<file path="src/rtl/lzd_pkg.sv">
package lzd_pkg;

  localparam int unsigned ByteW    = 8;
  localparam int unsigned WinAw    = 12;
  localparam int unsigned WinDepth = 1 << WinAw;
  localparam int unsigned FillW    = WinAw + 1;
  localparam int unsigned RemW     = 5;
  localparam int unsigned LenBias  = 2;

  localparam logic [WinAw-1:0] WinStart  = 12'hFEE;
  localparam logic [FillW-1:0] WinFull   = FillW'(WinDepth);
  localparam logic [3:0]       FlagCount = 4'd8;

  typedef struct packed {
    logic [ByteW-1:0] in_byte;
    logic             stream_end;
  } in_req_t;

  typedef struct packed {
    logic [ByteW-1:0] out_byte;
    logic             run_last;
  } out_req_t;

  typedef enum logic [1:0] {
    PH_FLAG  = 2'd0,
    PH_TOKEN = 2'd1,
    PH_HIGH  = 2'd2
  } phase_e;

  typedef enum logic [1:0] {
    TK_NONE = 2'd0,
    TK_LIT  = 2'd1,
    TK_COPY = 2'd2
  } tok_kind_e;

  typedef enum logic [2:0] {
    ST_IDLE = 3'b001,
    ST_READ = 3'b010,
    ST_EMIT = 3'b100
  } state_e;

  typedef struct packed {
    logic accept;
    logic issue_read;
    logic emit;
  } ctrl_cmd_t;

  typedef struct packed {
    tok_kind_e kind;
    logic      final_byte;
    logic      out_full;
  } dp_status_t;

endpackage

</file>
<file path="src/rtl/lzd_ctrl.sv">
module lzd_ctrl (
  input  logic                clk_i,
  input  logic                rst_ni,
  input  logic                in_valid_i,
  output logic                in_stall_o,
  input  lzd_pkg::dp_status_t status_i,
  output lzd_pkg::ctrl_cmd_t  cmd_o
);

  lzd_pkg::state_e state_q, state_d;

  always_comb begin
    state_d    = state_q;
    cmd_o      = '0;
    in_stall_o = 1'b1;
    unique case (state_q)
      lzd_pkg::ST_IDLE: begin
        in_stall_o = 1'b0;
        if (in_valid_i) begin
          cmd_o.accept = 1'b1;
          unique case (status_i.kind)
            lzd_pkg::TK_LIT:  state_d = lzd_pkg::ST_EMIT;
            lzd_pkg::TK_COPY: state_d = lzd_pkg::ST_READ;
            default:          state_d = lzd_pkg::ST_IDLE;
          endcase
        end
      end
      lzd_pkg::ST_READ: begin
        cmd_o.issue_read = 1'b1;
        state_d          = lzd_pkg::ST_EMIT;
      end
      lzd_pkg::ST_EMIT: begin
        if (!status_i.out_full) begin
          cmd_o.emit = 1'b1;
          state_d    = status_i.final_byte ? lzd_pkg::ST_IDLE : lzd_pkg::ST_READ;
        end
      end
      default: state_d = lzd_pkg::ST_IDLE;
    endcase
  end

  always_ff @(posedge clk_i or negedge rst_ni) begin
    if (!rst_ni) begin
      state_q <= lzd_pkg::ST_IDLE;
    end else begin
      state_q <= state_d;
    end
  end

endmodule

</file>
<file path="config.mk">
export PLATFORM = sky130hd
export DESIGN_NAME = lzd_ctrl
export DESIGN_NICKNAME = d
export VERILOG_FILES = /design/src/rtl/lzd_pkg.sv /design/src/rtl/lzd_ctrl.sv
export SDC_FILE = /design/constraint.sdc
export NUM_CORES = 1
export LEC_CHECK = 0
export BUFFER_PORTS_ARGS = -buffer_cell sky130_fd_sc_hd__buf_2
export CAP_MARGIN = 20
export CORE_AREA = 4 4 41 43
export CTS_BUF_LIST = sky130_fd_sc_hd__clkbuf_16
export DETAILED_ROUTE_END_ITERATION = 12
export DIE_AREA = 0 0 45 47
export SLEW_MARGIN = 20
export SYNTH_ARGS = -nofsm -noshare
export SYNTH_HDL_FRONTEND = slang
export SYNTH_SLANG_ARGS = --single-unit
</file>
<file path="constraint.sdc">
create_clock -name clk_i -period 3.1 [get_ports clk_i]
set_clock_uncertainty 0.15 [all_clocks]
set_input_delay 0.155 -clock clk_i [delete_from_list [all_inputs] [get_ports clk_i]]
set_output_delay 0.155 -clock clk_i [all_outputs]
set_load 0.01 [all_outputs]
</file>
==> reports/qor.yml, run 1 <==
outcome: "finished clean"
worstSetupPathType: "reg2out"
p_leak_nw: 0.203
wl_per_cell_um: 9.09
stdcell_count: 54
drive_above_1_share: 0.410
grtUsageTotal: 0.0602
cts.clk_slew.worst_paths_ns: 0.03
synth_top_area_share: 0.217
die_w_um: 45
regToRegStartpoint: "state_q[0]"
critPathSlowestCell: "dfstp_2"
synth_fp_nets: 32
dp_hpwl_um: 405
post_cts_buffers: 0
slew_headroom: 0.705
ctsHoldBuffers: 2
wirelength_um: 491
synth_area_um2: 230
drt_iter0_markers: 1
synthToLayoutAreaGrowth_pct: 72.8
largest_reg_flops: 3
first_pass_iters: 2
clk_path_buf_depth: 2
antenna_found_initial: 0
start_util: 0.177
ir_drop_mv: 0.519
die_area_um2: 2120
min_to: "state_q[1]"
cp_data_required_time_ns: 2.79
cts_root_buf: "clkbuf_16"
cap_violations: 0
layout_commonest_cell: "buf_2"
synth_area_per_cell_um2: 10.0
viasPerCell: 4.17
io_pins: 11
startpoint_type: "flop"
cts_tree: "done"
drcViolationCount: 0
reg_top3: "state_q x3"
layout_min_cycle_time_ns: 1.60
route.vias.total: 225
die_h_um: 47
fill_cells: 150
synth_cell_types: 15
gp_congestion: 0.719
placed_cell_area_um2: 299
num_antenna_cells: 0
clock_latency_ns: 0.22
placed_cells: 48
worst_hold_path_type: "in2reg"
crit_family: "flip-flops"
setup_viol: 0
final_max_slew_viol_count: 0
grt_pass1_wl_um: 848
r2r_end: "state_q[1]"
grt_overflow_total: 0
p_per_area_nw_per_um2: 823
yosys_warnings: 0
mostFrequentLayoutCells: "buf_2, inv_1, nor3b_1, clkbuf_16"
core-area_um2: 1300
yosysSeqAreaShare: 0.332
endpoint_kind: "output pin"
row_count: 13
post-route-period-util: 0.517
regMostFlops: "state_q"
cp_data_arrival_time_ns: 1.30
fin_area_um2: 398
r2r_cells: 3
whs_path_depth: 3
critical_path_buf_inv_count: 2
holdWs_ns: 0.0759
synth_area_leader_cell: "dfrtp_1"
crit_chain: "nor3b_1 -> inv_1 -> buf_2"
ant_nets: 0
htreeDepth: 1
numClockSinks: 3
crit_fanout: 7
grt_max_degree: 8
netlist_instances: 23
worst_slew_pin_slew_ns: 0.442
hold_path_startpoint: "status_i[1]"
tns_ns: 0
grt_pass1_vias: 228
fmax_ghz: 0.624
rrSetupSlack_ns: 1.63
synthTopCellsByArea: "dfrtp_1, dfstp_2, ha_1"
power.total_w: 0.000328
cts_resized: 0
rsz0062_at_grt: "no"
final_nets: 49
portBuffers: 10
max_stage_delay_ns: 0.57
cts_buffers: 3
ys_ff_latch: 3
hold_violations: 0
[layout make-up]
class	count	area, um2	share of cell area
Inverter	3	11.3	0.0283
Multi-Input combinational cell	17	143	0.358
Clock inverter	1	3.75	0.00943
Sequential cell	3	76.3	0.192
Timing Repair Buffer	12	70.1	0.176
Clock buffer	3	75.1	0.189
Tap cell	15	18.8	0.0472
[how the worst max path moves through the flow]
stage / start / end / slack [ns] / depth (start not counted)
after floorplan: state_q[0] / state_q[1] / 1.56 / 3
after global placement: state_q[0] / state_q[1] / 1.63 / 3
after detailed placement: state_q[0] / state_q[1] / 1.64 / 3
after CTS: state_q[0] / in_stall_o / 1.48 / 3
after global routing: state_q[0] / in_stall_o / 1.34 / 3
final: state_q[0] / in_stall_o / 1.50 / 3
[logic make-up (layout without fill, tap and decap cells)]
kind of cell | after synthesis | after routing | share of synthesized area
adders and majority gates | 2 | 2 | 0.109
AOI/OAI and AO/OA | 5 | 5 | 0.168
DFF | 3 | 3 | 0.332
and+or+nand+nor | 10 | 10 | 0.342
buffers and inverters | 3 | 19 | 0.0489
[where the power goes]
| group | switching [W] | internal [W] |
|---|---|---|
| sequential | 0.0000130 | 0.0000514 |
| clock | 0.0000329 | 0.000166 |
| combinational | 0.0000292 | 0.0000349 |
| total | 0.0000751 | 0.000252 |
[worst reg2reg max path, stage by stage, from the launching register on]
cell and delay [ns]:
dfstp_2 0.57, nor3b_1 0.07, or3_1 0.40, a21boi_2 0.17
[cell usage after synthesis]
cell      n
inv_1     3
nor3b_1   3
a22oi_1   2
dfrtp_1   2
ha_1      2
nand2b_1  2
a21boi_2  1
a21o_1    1
a21oi_1   1
dfstp_2   1
nand2_1   1
nand4b_1  1
nor4b_2   1
nor4bb_1  1
or3_1     1
[metrics by stage]
stage                     utilization  worst slack [ns]
after floorplan                     -              1.56
after global placement          0.230              1.63
after detailed placement        0.230              1.64
after CTS                       0.306              1.48
after global routing            0.306              1.34
final                           0.306              1.50
[layer usage]
metal	GRT usage	wire [um]	vias up
met2	0.0932	233	7
met5	0	0	-
met4	0.0175	0	0
met1	0.0572	204	103
met3	0.0575	53	0
li1	-	-	115
Note: power is estimated with default switching activity, not from simulation.
==> run 2, diff against run 1 <==
- ABC_AREA: default -> 1
- clock period: 3.1 -> 1.45 ns (I/O delays scaled with it)
==> reports/qor.yml, run 2 <==
post_cts_buffers: 0  # unchanged
largest_reg_flops: 3  # unchanged
fmax_ghz: 0.751
synth_top_area_share: 0.209  # -0.00797
viasPerCell: 3.78  # -9.2%
fin_area_um2: 407  # +2.2%
dp_hpwl_um: 450  # +11%
stdcell_count: 65  # +20%
crit_fanout: 4  # -3
ir_drop_mv: 0.678  # +31%
cp_data_required_time_ns: 1.23  # -1.56 ns
die_w_um: 45  # unchanged
final_util: 0.313  # +0.00673
grt_overflow_total: 0  # unchanged
layout_commonest_cell: "buf_2"
portBuffers: 10  # unchanged
cts_root_buf: "clkbuf_16"
mostFrequentLayoutCells: "buf_2, inv_1, nand2_1"
grtUsageTotal: 0.0648  # +0.00465
tns_ns: 0  # unchanged
drcViolationCount: 0  # unchanged
yosys_warnings: 0  # unchanged
hold_violations: 0  # unchanged
htreeDepth: 1  # unchanged
endpoint_kind: "output pin"
worst_hold_path_type: "in2async"
use_met3: 0.0230  # -0.0345
synth_area_per_cell_um2: 7.03  # -30%
rsz0062_at_grt: "no"
final_max_slew_viol_count: 0  # unchanged
ant_nets: 0  # unchanged
post-route-period-util: 0.919
synth_edf_count: 0  # unchanged
num_antenna_cells: 0  # unchanged
place_ws_ns: 0.148  # -1.49 ns
core-area_um2: 1300  # unchanged
synth_area_leader_cell: "dfrtp_1"
yosys_most_used_dff: "dfrtp_1"
route.vias.total: 246  # +9.3%
wirelength_um: 562  # +14%
layout_min_cycle_time_ns: 1.33
p_per_area_nw_per_um2: 2270  # +180%
clk_path_buf_depth: 2  # unchanged
slew_headroom: 0.883  # +0.178
ys_ff_latch: 3  # unchanged
start_util: 0.184  # +0.00673
regMostFlops: "state_q"
row_count: 13  # unchanged
synthToLayoutAreaGrowth_pct: 70.2
drive_above_1_share: 0.380  # -0.0303
setup_slack_ns: 0.118  # -1.38 ns
synthTopCellsByArea: "dfrtp_1, dfstp_2, nand2_1"
synthArstFlopShare: 1.00  # unchanged
wl_per_cell_um: 8.65  # -4.9%
numClockSinks: 3  # unchanged
worst_slew_pin_slew_ns: 0.175  # -0.267 ns
worstSetupPathType: "reg2out"
use_met2: 0.0876  # -0.00565
startpoint_type: "flop"
cts_tree: "done"
cap_violations: 0  # unchanged
grt_max_degree: 7  # -1
die_h_um: 47  # unchanged
synth.top_cells.by_count: "nand2_1, inv_1, nand3_1"
grt_pass1_wl_um: 869  # +2.5%
drt_iter0_markers: 0  # -1
busiest_layer: "met4"
cp_data_arrival_time_ns: 1.11  # -0.19 ns
use_met1: 0.0683  # +0.0111
io_pins: 11  # unchanged
antenna_found_initial: 0  # unchanged
cts_buffers: 3  # unchanged
setup_viol: 0  # unchanged
netlist_instances: 34  # +48%
grt_pass1_vias: 217  # -4.8%
p_leak_nw: 0.228  # +12%
clock_latency_ns: 0.22  # about the same
first_pass_iters: 1  # -1
synth_area_um2: 239  # +3.8%
synth_fp_nets: 43  # +34%
synth.most_common_cell: "nand2_1"
yosysSeqAreaShare: 0.319  # -0.0122
final_nets: 60  # +22%
placed_cells: 59  # +23%
synth_cell_types: 14  # -1
outcome: "finished clean"
reg_top3: "state_q x3"
die_area_um2: 2120  # unchanged
cts.clk_slew.worst_paths_ns: 0.03  # about the same
placed_cell_area_um2: 308  # +2.9%
gp_congestion: 0.807  # +12%
-- run 2: repair_timing --
action                     CTS  global route
hold endpoints to repair     4             0
setup endpoints to repair    0             0
hold buffers                 2             0
gates resized for setup      0             0
-- run 2: worst max-delay path, cell delays in order (launching register included) --
cell	delay (ns)
dfstp_2	0.54
nand3b_1	0.12
nor2_1	0.09
buf_2	0.13
-- run 2: cell type report --
type	count	area [um2]
inverters	6	22.5
clock inverters	1	3.75
flip-flops and latches	3	76.3
fillers	145	895
clock buffers	3	75.1
well taps	15	18.8
repair buffers	12	70.1
multi-input cells	25	140
-- run 2: path summary, 6_finish.rpt --
check	startpoint	to	slack (ns)	cells past startpoint
max	state_q[0]	cmd_o[2]	0.12	3
min	rst_ni	state_q[1]	0.03	2
max reg2reg	state_q[0]	state_q[0]	0.15	7
min reg2reg	state_q[2]	state_q[0]	0.48	3
max in group asynchronous	rst_ni	state_q[0]	0.93	2
min in group clk_i	status_i[0]	state_q[2]	0.03	3
-- run 2: logic make-up (layout without fill, tap and decap cells) --
family	Yosys count	in the layout	share of synthesized area
compound gates	3	3	0.0785
fa+ha+maj	2	2	0.105
buf+inv	6	22	0.0942
flops	3	3	0.319
simple gates	20	20	0.403
-- run 2: layer usage --
layer	share of wire	wire (um)
met1	0.45	255
met2	0.45	253
met3	0.060	34
met4	0.034	19
met5	0	0
-- run 2: metrics by stage --
| step | hold slack (ns) | power [W] |
|---|---|---|
| after floorplan | -0.373 | 0.000397 |
| after global placement | -0.280 | 0.000486 |
| after detailed placement | -0.278 | 0.000488 |
| after CTS | 0.0219 | 0.000933 |
| after global routing | 0.0536 | 0.000997 |
| final | 0.0278 | 0.000922 |
-- run 2: report_power, final --
part	internal (W)	leakage (nW)	total, W	switching (W)
Sequential	0.000131	0.0375	0.000172	0.0000405
Combinational	0.000127	0.148	0.000316	0.000188
Clock	0.000356	0.0423	0.000434	0.0000786
Total	0.000615	0.228	0.000922	0.000307
==> run 3, diff against run 2 <==
- ABC_AREA: 1 -> default
==> reports/qor.yml, run 3 (same netlist as run 1, synthesis figures left out) <==
drive_above_1_share: 0.605  # +0.225
die_area_um2: 2120  # unchanged
clk_path_buf_depth: 2  # unchanged
slew_headroom: 0.794  # -0.0890
crit_family: "flip-flops"
stdcell_count: 58  # -11%
pwr-share-seq: 0.177  # -0.009
viasPerCell: 4.34  # +15%
rsz0062_at_grt: "yes"
grt_overflow_total: 0  # unchanged
wirelength_um: 640  # +14%
combPwrFrac: 0.296  # -0.046
grt_max_degree: 8  # +1
crit_fanout: 7  # +3
antenna_found_initial: 0  # unchanged
cts.clk_slew.worst_paths_ns: 0.03  # about the same
p_leak_nw: 0.226  # -0.76%
startpoint_type: "flop"
critPathSlowestCell: "dfstp_2"
multiInputGateArea_um2: 173  # +23%
row_count: 13  # unchanged
swShare: 0.244  # -0.0890
reg_top3: "state_q x3"
num_antenna_cells: 0  # unchanged
final_max_slew_viol_count: 0  # unchanged
place_ws_ns: -0.00670  # -0.155 ns
wl_per_cell_um: 11.0  # +28%
ant_nets: 0  # unchanged
drt_iter0_markers: 3  # +3
synthToLayoutAreaGrowth_pct: 104
numClockSinks: 3  # unchanged
drcViolationCount: 0  # unchanged
violations: "negative setup slack"
setup_slack_ns: -0.00852  # -0.126 ns
gp_congestion: 0.653  # -19%
hold_violations: 0  # unchanged
setup_viol: 1  # +1
dp_hpwl_um: 423  # -6.1%
fill_cells: 144  # -0.69%
p_per_area_nw_per_um2: 1770  # -22%
route.vias.total: 252  # +2.4%
ir_drop_mv: 0.559  # -17%
cts_root_buf: "clkbuf_16"
r2r_cells: 3  # -4
cp_data_required_time_ns: 1.23  # about the same
critical_path_buf_inv_count: 3  # +2
die_h_um: 47  # unchanged
layout_min_cycle_time_ns: 1.46  # +0.126 ns
clock_latency_ns: 0.23  # about the same
worst_slew_pin_slew_ns: 0.308  # +0.133 ns
io_pins: 11  # unchanged
htreeDepth: 1  # unchanged
crit_chain: "nor3b_2 -> buf_4 -> inv_2 -> buf_6"
max_stage_delay_ns: 0.57  # +0.03 ns
cts_buffers: 3  # unchanged
worst_hold_path_type: "in2async"
largest_reg_flops: 3  # unchanged
grtUsageTotal: 0.0696  # +0.00480
start_util: 0.177  # -0.00673
endpoint_kind: "output pin"
first_pass_iters: 2  # +1
grt_pass1_wl_um: 1040  # +19%
portBuffers: 10  # unchanged
mostFrequentLayoutCells: "buf_2, inv_1, clkbuf_16, dlygate4sd3_1, buf_4"
p_int_w: 0.000626  # +1.9%
regToRegStartpoint: "state_q[0]"
layout_commonest_cell: "buf_2"
clkPwrFrac: 0.527  # +0.056
final_nets: 53  # -12%
cp_data_arrival_time_ns: 1.24  # +0.13 ns
placed_cells: 50  # -15%
rrSetupSlack_ns: 0  # -0.15 ns
post-route-period-util: 1.01  # +0.0870
outcome: "finished with violations"
die_w_um: 45  # unchanged
cts_tree: "done"
worstSetupPathType: "reg2out"
p_switching_w: 0.000202  # -34%
power.total_w: 0.000829  # -10%
regMostFlops: "state_q"
final_util: 0.361  # +0.0481
core-area_um2: 1300  # unchanged
final-seq-area_um2: 78.8  # +3.3%
r2r_end: "state_q[1]"
cap_violations: 0  # unchanged
fmax_ghz: 0.686  # -8.6%
grt_pass1_vias: 258  # +19%
run 3: cell count changes in the layout (fill, tap and decap cells not counted), sizes merged, moves of 2 or more:
| cell | previous run | this run |
|---|---|---|
| nand2 | 9 | 1 |
| nor2 | 5 | 0 |
| nand3 | 4 | 0 |
| buf | 10 | 13 |
| inv | 7 | 4 |
| nor3b | 0 | 3 |
| a22oi | 0 | 2 |
| nand2b | 0 | 2 |
run 3: timing repair:
item | CTS | global route
setup endpoints to repair | 2 | 5
gates resized for setup | 3 | 5
hold buffers | 3 | 0
endpoints found under the hold margin | 6 | 0
pin swaps | 1 | 0
buffers inserted | 1 | 0
run 3: how the worst max path moves through the flow:
stage	startpoint	end	slack, ns	depth (start not counted)
finish	state_q[0]	in_stall_o	-0.009	4
global route	state_q[0]	in_stall_o	-0.08	4
CTS	state_q[0]	in_stall_o	-0.01	4
detailed placement	state_q[0]	state_q[1]	-0.007	3
global placement	state_q[0]	state_q[1]	0.01	3
floorplan	state_q[0]	state_q[1]	0.01	3
run 3: worst register-to-register path, cell delays in order (launching register included):
cell and delay (ns):
dfstp_2 0.57, nor4b_2 0.07, or3_4 0.38, a21boi_2 0.16
run 3: metrics by stage:
| stage | area (um2) | setup TNS (ns) | hold slack, ns |
|---|---|---|---|
| 5_1_grt | 469 | -0.181 | 0.0466 |
| 4_1_cts | 448 | -0.0101 | 0.0342 |
| 2_1_floorplan | 236 | 0 | -0.373 |
| 3_3_place_gp | 320 | 0 | -0.281 |
| 3_5_place_dp | 320 | -0.00670 | -0.282 |
| 6_report | 469 | -0.00852 | 0.0267 |
run 3: routing by layer:
layer,routed length (um),GRT usage
met1,229,0.0753
met5,0,0
met3,37,0
met2,350,0.113
met4,23,0.0877
run 3: area by class of cell:
| type | instances | area share |
|---|---|---|
| Inverter | 3 | 0.0240 |
| Timing Repair Buffer | 16 | 0.232 |
| Clock buffer | 3 | 0.160 |
| Clock inverter | 1 | 0.00800 |
| Sequential cell | 3 | 0.168 |
| Multi-Input combinational cell | 17 | 0.368 |
| Tap cell | 15 | 0.0400 |
run 3: power groups by stage:
stage / combinational [W] / sequential (W) / clock (W)
after floorplan: 0.0000968 / 0.000134 / 0
after global placement: 0.000164 / 0.000140 / 0
after detailed placement: 0.000164 / 0.000141 / 0
after CTS: 0.000218 / 0.000141 / 0.000441
after global routing: 0.000267 / 0.000152 / 0.000449
final: 0.000245 / 0.000147 / 0.000436
